--- config.mk ---
export PLATFORM = sky130hd
export DESIGN_NAME = audio_level_meter
export DESIGN_NICKNAME = d
export VERILOG_FILES = /design/src/alm_pkg.sv /design/src/alm_ctrl.sv /design/src/alm_dp.sv /design/src/audio_level_meter.sv
export SDC_FILE = /design/constraint.sdc
export NUM_CORES = 2
export LEC_CHECK = 0
export BUFFER_PORTS_ARGS = -buffer_cell sky130_fd_sc_hd__buf_2
export CAP_MARGIN = 0
export CORE_MARGIN = 3
export CORE_UTILIZATION = 55
export DETAILED_ROUTE_END_ITERATION = 10
export PLACE_DENSITY = 0.74
export SYNTH_ARGS = -nofsm -noshare
export SYNTH_HDL_FRONTEND = slang
export SYNTH_SLANG_ARGS = --single-unit
--- constraint.sdc ---
create_clock -name clk -period 21.4 [get_ports clk]
set_input_delay 2.14 -clock clk [delete_from_list [all_inputs] [get_ports clk]]
set_output_delay 2.14 -clock clk [all_outputs]
set_load 0.01 [all_outputs]
--- src/alm_pkg.sv ---
// ----------------------------------------------------------------------------
// Audio level meter package
// Shared widths, payload structs, controller commands and state codes.
// ----------------------------------------------------------------------------
package alm_pkg;

  localparam int COUNT_BITS  = 20;
  localparam int SLOT_BITS   = 32;
  localparam int SAMPLE_BITS = 24;
  localparam int SLOT_SHIFT  = SLOT_BITS - SAMPLE_BITS;
  localparam int SUM_BITS    = COUNT_BITS + SAMPLE_BITS;
  localparam int SQ_BITS     = 64;
  localparam int PROD_BITS   = 2 * SAMPLE_BITS;
  localparam int DIV_STEPS   = SQ_BITS;
  localparam int SQRT_STEPS  = SQ_BITS / 2;
  localparam int ITER_BITS   = $clog2(DIV_STEPS);

  localparam logic [SAMPLE_BITS-1:0] CLIP_LEVEL = SAMPLE_BITS'(24'h7FFFFF);
  localparam logic                   REQ_FINISH = 1'b1;
  localparam logic                   SEL_RIGHT  = 1'b1;

  typedef struct packed {
    logic                        req_type;
    logic signed [SLOT_BITS-1:0] left_slot;
    logic signed [SLOT_BITS-1:0] right_slot;
  } in_item_t;

  typedef struct packed {
    logic [COUNT_BITS-1:0]         window_samples;
    logic [COUNT_BITS-1:0]         nonzero_count;
    logic [COUNT_BITS-1:0]         clipped_count;
    logic [SAMPLE_BITS-1:0]        peak_level;
    logic signed [SAMPLE_BITS-1:0] mean_level;
    logic [SAMPLE_BITS-1:0]        rms_level;
    logic                          overflow;
  } out_item_t;

  typedef struct packed {
    logic load_mean;
    logic div_step;
    logic load_square;
    logic load_root;
    logic root_step;
    logic publish;
  } ctrl_cmd_t;

  typedef struct packed {
    logic div_last;
    logic root_last;
    logic out_full;
  } ctrl_status_t;

  typedef enum logic [7:0] {
    ST_IDLE   = 8'b0000_0001,
    ST_LOAD_M = 8'b0000_0010,
    ST_DIV_M  = 8'b0000_0100,
    ST_LOAD_S = 8'b0000_1000,
    ST_DIV_S  = 8'b0001_0000,
    ST_LOAD_R = 8'b0010_0000,
    ST_ROOT   = 8'b0100_0000,
    ST_DONE   = 8'b1000_0000
  } state_t;

endpackage

--- src/alm_ctrl.sv ---
// ----------------------------------------------------------------------------
// Audio level meter controller
// Sequences the finish work: mean divide, mean-square divide, square root.
// ----------------------------------------------------------------------------
module alm_ctrl (
  input  logic                  clk,
  input  logic                  rst,
  input  logic                  finish,
  input  alm_pkg::ctrl_status_t status,
  output alm_pkg::ctrl_cmd_t    cmd,
  output logic                  idle
);

  alm_pkg::state_t state;
  alm_pkg::state_t state_next;

  always_ff @(posedge clk) begin
    if (rst) begin
      state <= alm_pkg::ST_IDLE;
    end else begin
      state <= state_next;
    end
  end

  always_comb begin
    state_next = state;
    cmd        = '0;
    unique case (state)
      alm_pkg::ST_IDLE: begin
        if (finish) begin
          state_next = alm_pkg::ST_LOAD_M;
        end
      end
      alm_pkg::ST_LOAD_M: begin
        cmd.load_mean = 1'b1;
        state_next    = alm_pkg::ST_DIV_M;
      end
      alm_pkg::ST_DIV_M: begin
        cmd.div_step = 1'b1;
        if (status.div_last) begin
          state_next = alm_pkg::ST_LOAD_S;
        end
      end
      alm_pkg::ST_LOAD_S: begin
        cmd.load_square = 1'b1;
        state_next      = alm_pkg::ST_DIV_S;
      end
      alm_pkg::ST_DIV_S: begin
        cmd.div_step = 1'b1;
        if (status.div_last) begin
          state_next = alm_pkg::ST_LOAD_R;
        end
      end
      alm_pkg::ST_LOAD_R: begin
        cmd.load_root = 1'b1;
        state_next    = alm_pkg::ST_ROOT;
      end
      alm_pkg::ST_ROOT: begin
        cmd.root_step = 1'b1;
        if (status.root_last) begin
          state_next = alm_pkg::ST_DONE;
        end
      end
      alm_pkg::ST_DONE: begin
        if (!status.out_full) begin
          cmd.publish = 1'b1;
          state_next  = alm_pkg::ST_IDLE;
        end
      end
      default: begin
        state_next = alm_pkg::ST_IDLE;
      end
    endcase
  end

  assign idle = (state == alm_pkg::ST_IDLE);

endmodule

--- src/alm_dp.sv ---
// ----------------------------------------------------------------------------
// Audio level meter datapath
// Sample pipeline, window accumulators, shared divider, square root and
// result register.
// ----------------------------------------------------------------------------
module alm_dp (
  input  logic                  clk,
  input  logic                  rst,
  input  logic                  cfg_wr_en,
  input  logic                  cfg_wr_data,
  input  logic                  frame_accept,
  input  alm_pkg::in_item_t     in_data,
  input  alm_pkg::ctrl_cmd_t    cmd,
  output alm_pkg::ctrl_status_t status,
  output logic                  out_valid,
  input  logic                  out_stall,
  output alm_pkg::out_item_t    out_data
);

  localparam int CB = alm_pkg::COUNT_BITS;
  localparam int SB = alm_pkg::SAMPLE_BITS;
  localparam int QB = alm_pkg::SQ_BITS;
  localparam logic [QB-1:0] ROOT_START = QB'(1) << (QB - 2);

  logic channel_select;

  logic signed [alm_pkg::SLOT_BITS-1:0] sel_slot;
  logic [SB-1:0]                        in_sample;
  logic [SB-1:0]                        in_mag;

  logic                           st_valid;
  logic signed [SB-1:0]           st_sample;
  logic [SB-1:0]                  st_mag;
  logic [alm_pkg::PROD_BITS-1:0]  st_square;

  logic [CB-1:0]                      count_acc;
  logic [CB-1:0]                      nonzero_acc;
  logic [CB-1:0]                      clip_acc;
  logic [SB-1:0]                      peak_reg;
  logic signed [alm_pkg::SUM_BITS-1:0] sum_acc;
  logic [QB-1:0]                      square_acc;
  logic                               overflow_flag;

  logic                                count_full;
  logic [QB:0]                         square_sum;
  logic signed [alm_pkg::SUM_BITS-1:0] sample_ext;
  logic [alm_pkg::SUM_BITS-1:0]        sum_mag;

  logic [CB-1:0]                 rem;
  logic [QB-1:0]                 quo;
  logic [QB-1:0]                 root;
  logic [QB-1:0]                 bitv;
  logic [alm_pkg::ITER_BITS-1:0] iter;
  logic                          mean_neg;
  logic [SB-1:0]                 mean_val;
  logic [SB-1:0]                 mean_q;

  logic [CB:0]   rem_shift;
  logic [CB:0]   rem_diff;
  logic          rem_ge;
  logic [QB-1:0] root_try;
  logic          count_zero;

  always_ff @(posedge clk) begin
    if (rst) begin
      channel_select <= 1'b0;
    end else if (cfg_wr_en) begin
      channel_select <= cfg_wr_data;
    end
  end

  assign sel_slot  = (channel_select == alm_pkg::SEL_RIGHT) ? in_data.right_slot
                                                            : in_data.left_slot;
  assign in_sample = sel_slot[alm_pkg::SLOT_BITS-1:alm_pkg::SLOT_SHIFT];
  assign in_mag    = in_sample[SB-1] ? (~in_sample + 1'b1) : in_sample;

  always_ff @(posedge clk) begin
    if (rst) begin
      st_valid <= 1'b0;
    end else begin
      st_valid <= frame_accept;
    end
  end

  always_ff @(posedge clk) begin
    if (frame_accept) begin
      st_sample <= in_sample;
      st_mag    <= in_mag;
      st_square <= alm_pkg::PROD_BITS'(in_mag) * alm_pkg::PROD_BITS'(in_mag);
    end
  end

  assign count_full = (count_acc == {CB{1'b1}});
  assign square_sum = {1'b0, square_acc} + (QB + 1)'(st_square);
  assign sample_ext = alm_pkg::SUM_BITS'(st_sample);

  always_ff @(posedge clk) begin
    if (rst || cmd.publish) begin
      count_acc     <= '0;
      nonzero_acc   <= '0;
      clip_acc      <= '0;
      peak_reg      <= '0;
      sum_acc       <= '0;
      square_acc    <= '0;
      overflow_flag <= 1'b0;
    end else if (st_valid) begin
      if (count_full) begin
        overflow_flag <= 1'b1;
      end else begin
        count_acc <= count_acc + 1'b1;
        if (st_sample != '0) begin
          nonzero_acc <= nonzero_acc + 1'b1;
        end
        if (st_mag >= alm_pkg::CLIP_LEVEL) begin
          clip_acc <= clip_acc + 1'b1;
        end
        if (st_mag > peak_reg) begin
          peak_reg <= st_mag;
        end
        sum_acc <= sum_acc + sample_ext;
        if (square_sum[QB]) begin
          square_acc    <= {QB{1'b1}};
          overflow_flag <= 1'b1;
        end else begin
          square_acc <= square_sum[QB-1:0];
        end
      end
    end
  end

  assign sum_mag   = sum_acc[alm_pkg::SUM_BITS-1] ? (~sum_acc + 1'b1) : sum_acc;
  assign rem_shift = {rem, quo[QB-1]};
  assign rem_diff  = rem_shift - {1'b0, count_acc};
  assign rem_ge    = (rem_shift >= {1'b0, count_acc});
  assign root_try  = root + bitv;
  assign mean_q    = quo[SB-1:0];

  always_ff @(posedge clk) begin
    if (cmd.load_mean) begin
      rem      <= '0;
      quo      <= QB'(sum_mag);
      mean_neg <= sum_acc[alm_pkg::SUM_BITS-1];
      iter     <= '0;
    end else if (cmd.div_step) begin
      if (rem_ge) begin
        rem <= rem_diff[CB-1:0];
        quo <= {quo[QB-2:0], 1'b1};
      end else begin
        rem <= rem_shift[CB-1:0];
        quo <= {quo[QB-2:0], 1'b0};
      end
      iter <= iter + 1'b1;
    end else if (cmd.load_square) begin
      mean_val <= mean_neg ? (~mean_q + 1'b1) : mean_q;
      rem      <= '0;
      quo      <= square_acc;
      iter     <= '0;
    end else if (cmd.load_root) begin
      root <= '0;
      bitv <= ROOT_START;
      iter <= '0;
    end else if (cmd.root_step) begin
      if (quo >= root_try) begin
        quo  <= quo - root_try;
        root <= (root >> 1) + bitv;
      end else begin
        root <= root >> 1;
      end
      bitv <= bitv >> 2;
      iter <= iter + 1'b1;
    end
  end

  assign count_zero = (count_acc == '0);

  always_ff @(posedge clk) begin
    if (rst) begin
      out_valid <= 1'b0;
    end else if (cmd.publish) begin
      out_valid <= 1'b1;
    end else if (!out_stall) begin
      out_valid <= 1'b0;
    end
  end

  always_ff @(posedge clk) begin
    if (cmd.publish) begin
      out_data.window_samples <= count_acc;
      out_data.nonzero_count  <= nonzero_acc;
      out_data.clipped_count  <= clip_acc;
      out_data.peak_level     <= peak_reg;
      out_data.mean_level     <= count_zero ? '0 : mean_val;
      out_data.rms_level      <= count_zero ? '0 : root[SB-1:0];
      out_data.overflow       <= overflow_flag;
    end
  end

  assign status.div_last  = (iter == alm_pkg::ITER_BITS'(alm_pkg::DIV_STEPS - 1));
  assign status.root_last = (iter == alm_pkg::ITER_BITS'(alm_pkg::SQRT_STEPS - 1));
  assign status.out_full  = out_valid && out_stall;

`ifndef SYNTHESIS
  a_clear_after_publish: assert property (@(posedge clk) disable iff (rst)
    cmd.publish |=> (count_acc == '0) && (square_acc == '0) && !overflow_flag)
    else $error("window not cleared after result");

  a_counts_bounded: assert property (@(posedge clk) disable iff (rst)
    (nonzero_acc <= count_acc) && (clip_acc <= count_acc))
    else $error("sub-count exceeds sample count");

  a_count_monotonic: assert property (@(posedge clk) disable iff (rst)
    !cmd.publish |=> count_acc >= $past(count_acc))
    else $error("sample count decreased without clear");

  a_stage_from_accept: assert property (@(posedge clk) disable iff (rst)
    st_valid |-> $past(frame_accept))
    else $error("sample stage loaded without frame transfer");

  a_publish_slot_free: assert property (@(posedge clk) disable iff (rst)
    cmd.publish |-> !(out_valid && out_stall))
    else $error("result overwritten while stalled");
`endif

endmodule

--- src/audio_level_meter.sv ---
// ----------------------------------------------------------------------------
// Audio level meter
// Window statistics (counts, peak, mean, rms) of one channel of stereo frames.
// ----------------------------------------------------------------------------
// Input channel in_valid/in_stall/in_data carries frames (req_type 0) and
// finish requests (req_type 1). The config write port cfg_wr_en/cfg_wr_data
// sets channel_select (0 left slot, 1 right slot); write it only while idle.
// A frame transfers while the meter is idle, and a new frame may follow every
// idle cycle; its sample is staged, then enters the window accumulators.
// A finish request produces one result on out_valid/out_stall/out_data. It
// runs a 64-step restoring divide for the mean, a second 64-step divide for
// the mean square and a 32-step square root, all on one shared iteration
// counter. in_stall is high from the finish transfer until the result is
// published, and the window is then cleared.
// The result register holds a finished result while out_stall is high; the
// next frames are taken meanwhile, and a following finish waits in its last
// step until the register is free.
// Reset clears the window, the result valid and channel_select.
// ----------------------------------------------------------------------------
module audio_level_meter (
  input  logic               clk,
  input  logic               rst,
  input  logic               cfg_wr_en,
  input  logic               cfg_wr_data,
  input  logic               in_valid,
  output logic               in_stall,
  input  alm_pkg::in_item_t  in_data,
  output logic               out_valid,
  input  logic               out_stall,
  output alm_pkg::out_item_t out_data
);

  alm_pkg::ctrl_cmd_t    cmd;
  alm_pkg::ctrl_status_t status;
  logic                  idle;
  logic                  in_xfer;
  logic                  finish;
  logic                  frame_accept;

  assign in_stall     = !idle;
  assign in_xfer      = in_valid && !in_stall;
  assign finish       = in_xfer && (in_data.req_type == alm_pkg::REQ_FINISH);
  assign frame_accept = in_xfer && (in_data.req_type != alm_pkg::REQ_FINISH);

  alm_ctrl u_ctrl (
    .clk    (clk),
    .rst    (rst),
    .finish (finish),
    .status (status),
    .cmd    (cmd),
    .idle   (idle)
  );

  alm_dp u_dp (
    .clk          (clk),
    .rst          (rst),
    .cfg_wr_en    (cfg_wr_en),
    .cfg_wr_data  (cfg_wr_data),
    .frame_accept (frame_accept),
    .in_data      (in_data),
    .cmd          (cmd),
    .status       (status),
    .out_valid    (out_valid),
    .out_stall    (out_stall),
    .out_data     (out_data)
  );

endmodule

Word level (Yosys, flattened, before mapping). Cells that the tools add are included. W data, S select, Z words.

Memories: 0. Memory bits (read-only): 0. RAM bits: 0. Flip-flop bits (word level): 644. Input bits: 71. Bits in latches: 0.

Div/mod/pow operators: 0. Eq/ne operators: 19. Reduce and logical (&&, ||, !) cells: 27. Multiplexer cells: 39. $mul: 1. Shifts and indexed selects: 0. $lt $le $gt $ge: 4. Bitwise gates (word level): 8. Add/sub/neg operators: 13.

Operator list (number): $mux W64 (8); $mux W44 (2); $add A64 B48 Y65 (1); $add A63 B63 Y64 (1); $add A64 B63 Y64 (1); $ge A64 B64 Y1 (1); $pmux W8 S8 (1); $sub A64 B64 Y64 (1); $mux W63 (1); $add A20 B1 Y20 const B (3); $mux W20 (3); $add A24 B1 Y24 const B (2); $mul A24 B24 Y48 (1); $mux W24 (2); $not A24 Y24 (2); $add A44 B1 Y44 const B (1); $add A44 B24 Y44 (1); $not A44 Y44 (1); $mux W8 (5); $mux W32 (1); $ge A24 B23 Y1 const B (1); $gt A24 B24 Y1 (1); $mux W6 (4); $reduce_bool A24 Y1 (1); other kinds (32) (65).

Depth between registers and ports, before layout.
Depth in word-level cells: 8. Depth in mapped cells: 41.

Cells and area by module. A second synthesis with hierarchy kept.

Cells, all modules: 6239. Area, all modules: 56651.8 µm².

Modules (own cells, without submodules): alm_dp (cells an instance 6180, times used 1, seq. area each 16585.9 µm², area an instance 56112.6 µm²); alm_ctrl (cells an instance 56, times used 1, seq. area each 160.2 µm², area an instance 519.2 µm²); audio_level_meter (cells an instance 3, times used 1, seq. area each 0.0 µm², area an instance 20.0 µm²).

Least setup slack after synthesis. No wires, ideal clock.

Path type: input -> register. Start point: in in_data[8] (netlist name). End point: reg u_dp.st_square[40] (netlist name) (data pin). Setup slack: 10.301 ns. Cell stages on the path: 33. Arrival: 10.836 ns. Data required time: 21.137 ns. Cells stage by stage: mux2i_1 -> clkbuf_1 -> ha_1 -> o21ai_0 -> or4_1 -> nor4_1 -> nor2_1 -> xnor2_1 -> inv_1 -> clkbuf_1 -> nand2_1 -> fa_1 -> fa_1 -> inv_1 -> fa_1 -> inv_1 -> fa_1 -> inv_1 -> fa_1 -> fa_1 -> inv_1 -> fa_1 -> inv_1 -> ha_1 -> a211oi_1 -> nand2_1 -> a2111oi_0 -> a211oi_1 -> and3_1 -> o21ai_0 -> or3b_2 -> a311oi_1 -> xnor2_1.

Word-level cells in the longest chain between the ends: 5.

Ends and longest elaborated chain: from (decl) (RTL line audio_level_meter.sv:27) `input alm_pkg::in_item_t in_data,`; $mux W32 (RTL line alm_dp.sv:72) `assign sel_slot = (channel_select == alm_pkg::SEL_RIGHT) ? in_data.right_slot`; $not A24 Y24 (RTL line alm_dp.sv:75) `assign in_mag = in_sample[SB-1] ? (~in_sample + 1'b1) : in_sample;`; $add A24 B1 Y24 (RTL line alm_dp.sv:75); $mux W24 (RTL line alm_dp.sv:75); net u_dp.in_mag[16] (RTL line alm_dp.sv:29) `logic [SB-1:0] in_mag;`; $mul A24 B24 Y48 (RTL line alm_dp.sv:89) `st_square <= alm_pkg::PROD_BITS'(in_mag) * alm_pkg::PROD_BITS'(in_mag);`; to (signal assigned) (RTL line alm_dp.sv:89); to (decl) (RTL line alm_dp.sv:34) `logic [alm_pkg::PROD_BITS-1:0] st_square;`.

The timed path passes the listed nets, and every way through them passes these cells. A chain may end at the register's enable or synchronous reset.

Final worst setup path.
Start point: in in_data[8] (netlist name). End point: reg u_dp.st_square[40] (netlist name) (data pin).

Word-level cells in the longest chain between the ends: 5.

Ends and longest elaborated chain (RTL line): $mux W32 (*) (alm_dp.sv:72); $not A24 Y24 (alm_dp.sv:75); $add A24 B1 Y24 (alm_dp.sv:75); $mux W24 (*) (alm_dp.sv:75); $mul A24 B24 Y48 (*) (alm_dp.sv:89).

Every way passes the cells marked *; elsewhere a longest branch is shown, timed or not.

==> out/summary.txt <==
status: finished clean
number of design-rule violations left by the first detailed-router iteration: 3725
Max clock buf depth: 3
max FFs per register: 133
global routing usage on met1: 0.373
most frequently used flop master after synthesis: sky130_fd_sc_hd__edfxtp_1
area inside the core boundary: 103000 um2
area added between synthesis and finish: 8.42%
setup repair bufs after CTS: 0
number of cells on the worst hold path: 0
register containing the most flip-flops in the final layout: u_dp.out_data
Die Y: 329 um
sink count of the clock tree: 641
fraction of the yosys area taken by sequential cells: 0.292
critical path capture point type: flip-flop
clock latency on the worst-skew pair: 0.63 ns
worst clock skew: 0.0222 ns
met2 track demand over resource in global routing: 0.460
area share of xor/xnor cells in the synthesized design: 0.0685
share of flip-flops with an asynchronous set or reset: 0
CTS tree: yes
routability congestion estimate: 0.927
busiest layer in global routing: met2
post-layout minimum cycle time: 12.36 ns
crit path max fanout: 17
Critical-path top delay cell: sky130_fd_sc_hd__xnor2_2
fraction of the mapped netlist area in adder cells: 0.247
Achievable Freq: 80.9 MHz
clock-pin slew of the registers on the worst-case setup and hold paths: 0.06 ns
fraction of final layout cells sized beyond drive strength 1: 0.0708
multiplexer fraction of the synthesized cell area: 0.0127
final number of hold-violating endpoints: 0
number of instances resized during post-cts repair: 0
IO Pins: 206
vias per cell: 5.91
grt total ovfl: 0
biggest area contributors in the synthesized netlist: sky130_fd_sc_hd__edfxtp_1, sky130_fd_sc_hd__fa_1, sky130_fd_sc_hd__ha_1
destination of the worst register-to-register timing path: u_dp.st_square[40]
category of the critical setup timing path: input pin to flip-flop
Yosys top cell area share: 0.205
worst-margin pin slew: 1.27 ns
Arrival @ worst endpoint: 12.73 ns
flop2flop setup slack: 9.85 ns
commonest non-fill, non-tap cell in the layout: sky130_fd_sc_hd__inv_1
final period utilization: 0.577
Post-Synthesis Cells: 6315
library cell appearing most often on the critical path: sky130_fd_sc_hd__inv_1
dpl hpwl: 117 mm
fill cell total of the finished layout: 8731
Distinct cells, synth: 83
unrepaired setup endpoints after global routing: no
number of synthesized register bits: 641
origin of the critical flop-to-flop path: u_dp.channel_select
die boundary width: 329 um
DRC violations left: 0
launch point of the worst hold path: u_dp.overflow_flag
count of synthesis-stage warnings from yosys: 0
pin count of the biggest net entering global routing: 101
effective utilization at floorplan: 0.558
count of vias placed by the detailed router: 46300
first-pass GRT wire length: 241 mm
CTS Root Buffer Type: sky130_fd_sc_hd__clkbuf_16
combinational family with the most area after synthesis: adder cells
detailed-route wire length per cell: 19.2 um
final slew viol count: 0
setup TNS: 0 ns
number of detailed-routing iterations run before antenna repair: 6
number of rows created at floorplan: 117
number of nets still failing antenna checks after routing: 0
aggregate routed wire length: 150 mm
GRT Resource Usage Total: 0.276
count of flip-flops with a built-in enable after synthesis: 391
fin nets: 7343
count of input and output buffers: 189
Hold/Removal Path Class: flip-flop to flip-flop
via count of the first global-routing pass: 45300
mean cell area of the mapped netlist: 9.07 um2
initial antenna violation count: 1
startpoint class of the critical path: input pin
area share of and/or/nand/nor cells after synthesis: 0.144
FF-to-FF path depth: 35
max cap viols: 0
hold endpoint: u_dp.out_data[0]
CTS Hold Buffers Added: 0
H-tree Lvls: 3
commonest cells after routing, fill and taps aside: sky130_fd_sc_hd__inv_1, sky130_fd_sc_hd__nand2_1, sky130_fd_sc_hd__nor2_1
final number of setup-violating endpoints: 0
cell taking the most area after synthesis: sky130_fd_sc_hd__edfxtp_1
Die Outline Area: 108000 um2
worst rel slew slack: 0.147
CTS Buf Count: 69
max incr delay on CP: 0.89 ns
combined area of all synthesized cells: 57300 um2
Worst EP required: 21.77 ns
area fraction in compound gates after synthesis: 0.171
met3 track demand over resource in global routing: 0.0328
-- cell usage after synthesis (99+ instances only) --
| cell | number |
|---|---|
| sky130_fd_sc_hd__inv_1 | 722 |
| sky130_fd_sc_hd__nand2_1 | 562 |
| sky130_fd_sc_hd__nor2_1 | 499 |
| sky130_fd_sc_hd__ha_1 | 441 |
| sky130_fd_sc_hd__fa_1 | 430 |
| sky130_fd_sc_hd__a21oi_1 | 399 |
| sky130_fd_sc_hd__edfxtp_1 | 391 |
| sky130_fd_sc_hd__o21ai_0 | 352 |
| sky130_fd_sc_hd__dfxtp_1 | 250 |
| sky130_fd_sc_hd__xnor2_1 | 249 |
| sky130_fd_sc_hd__clkbuf_1 | 230 |
| sky130_fd_sc_hd__xor2_1 | 197 |
| sky130_fd_sc_hd__a21o_1 | 166 |
| sky130_fd_sc_hd__a31oi_1 | 131 |
| sky130_fd_sc_hd__nor2b_1 | 119 |
| sky130_fd_sc_hd__nand3_1 | 99 |
| sky130_fd_sc_hd__nand4_1 | 99 |
-- cell families (layout without fill, tap and decap cells) --
kind of cell    after synthesis  after routing
compound gates             1542           1542
mux                          72             72
buf+inv                     984           1112
other cells                   2             19
flops                       641            641
xor+xnor                    447            447
simple gates               1756           1756
fa+ha+maj                   871            871
-- metrics by stage --
stage          setup slack [ns]  instance area (um2)   util  cells  hold WS, ns
2_1_floorplan             10.30                57300      -   6330        0.406
3_3_place_gp               8.74                59600  0.581   7698        0.421
3_5_place_dp               8.60                59600  0.581   7698        0.428
4_1_cts                    9.25                62100  0.605   7826        0.442
5_1_grt                    8.72                62100  0.605   7826        0.439
6_report                   9.04                62100  0.605   7828        0.437
-- layout make-up --
class                           count  area [um2]  share of cell area
Antenna cell                        2        5.00           0.0000806
Clock buffer                       91        1980              0.0318
Tap cell                         1368        1710              0.0276
Clock inverter                     37         464             0.00748
Sequential cell                   641       16700               0.270
Inverter                          733        2750              0.0443
Timing Repair Buffer              251        1410              0.0227
Multi-Input combinational cell   4705       37000               0.596
-- worst max-delay path by stage --
stage,end,startpoint,slack (ns),depth (start not counted)
after floorplan,u_dp.st_square[40],in_data[8],10.30,33
after global placement,u_dp.st_square[40],in_data[8],8.74,35
after detailed placement,u_dp.st_square[40],in_data[8],8.60,35
after CTS,u_dp.st_square[40],in_data[8],9.25,35
after global routing,u_dp.st_square[40],in_data[8],8.72,35
final,u_dp.st_square[40],in_data[8],9.04,35
-- worst max-delay path: cells and delay by family --
family / cells / cell delay [ns]
muxes: 1 / 0.14
buffers and inverters: 10 / 1.55
and+or+nand+nor: 7 / 2.05
adders and majority gates: 9 / 4.10
AOI/OAI and AO/OA: 6 / 1.74
xor gates and xnor gates: 2 / 0.99
-- metal layers --
| metal | up-vias | share of wire |
|---|---|---|
| li1 | 22100 | - |
| met1 | 22200 | 0.43 |
| met2 | 1610 | 0.47 |
| met3 | 280 | 0.065 |
| met4 | 0 | 0.037 |
| met5 | - | 0 |
Power is left out: the tool's default activity adds up to more than one toggle a clock period on the data nets, which glitch-free logic cannot reach.
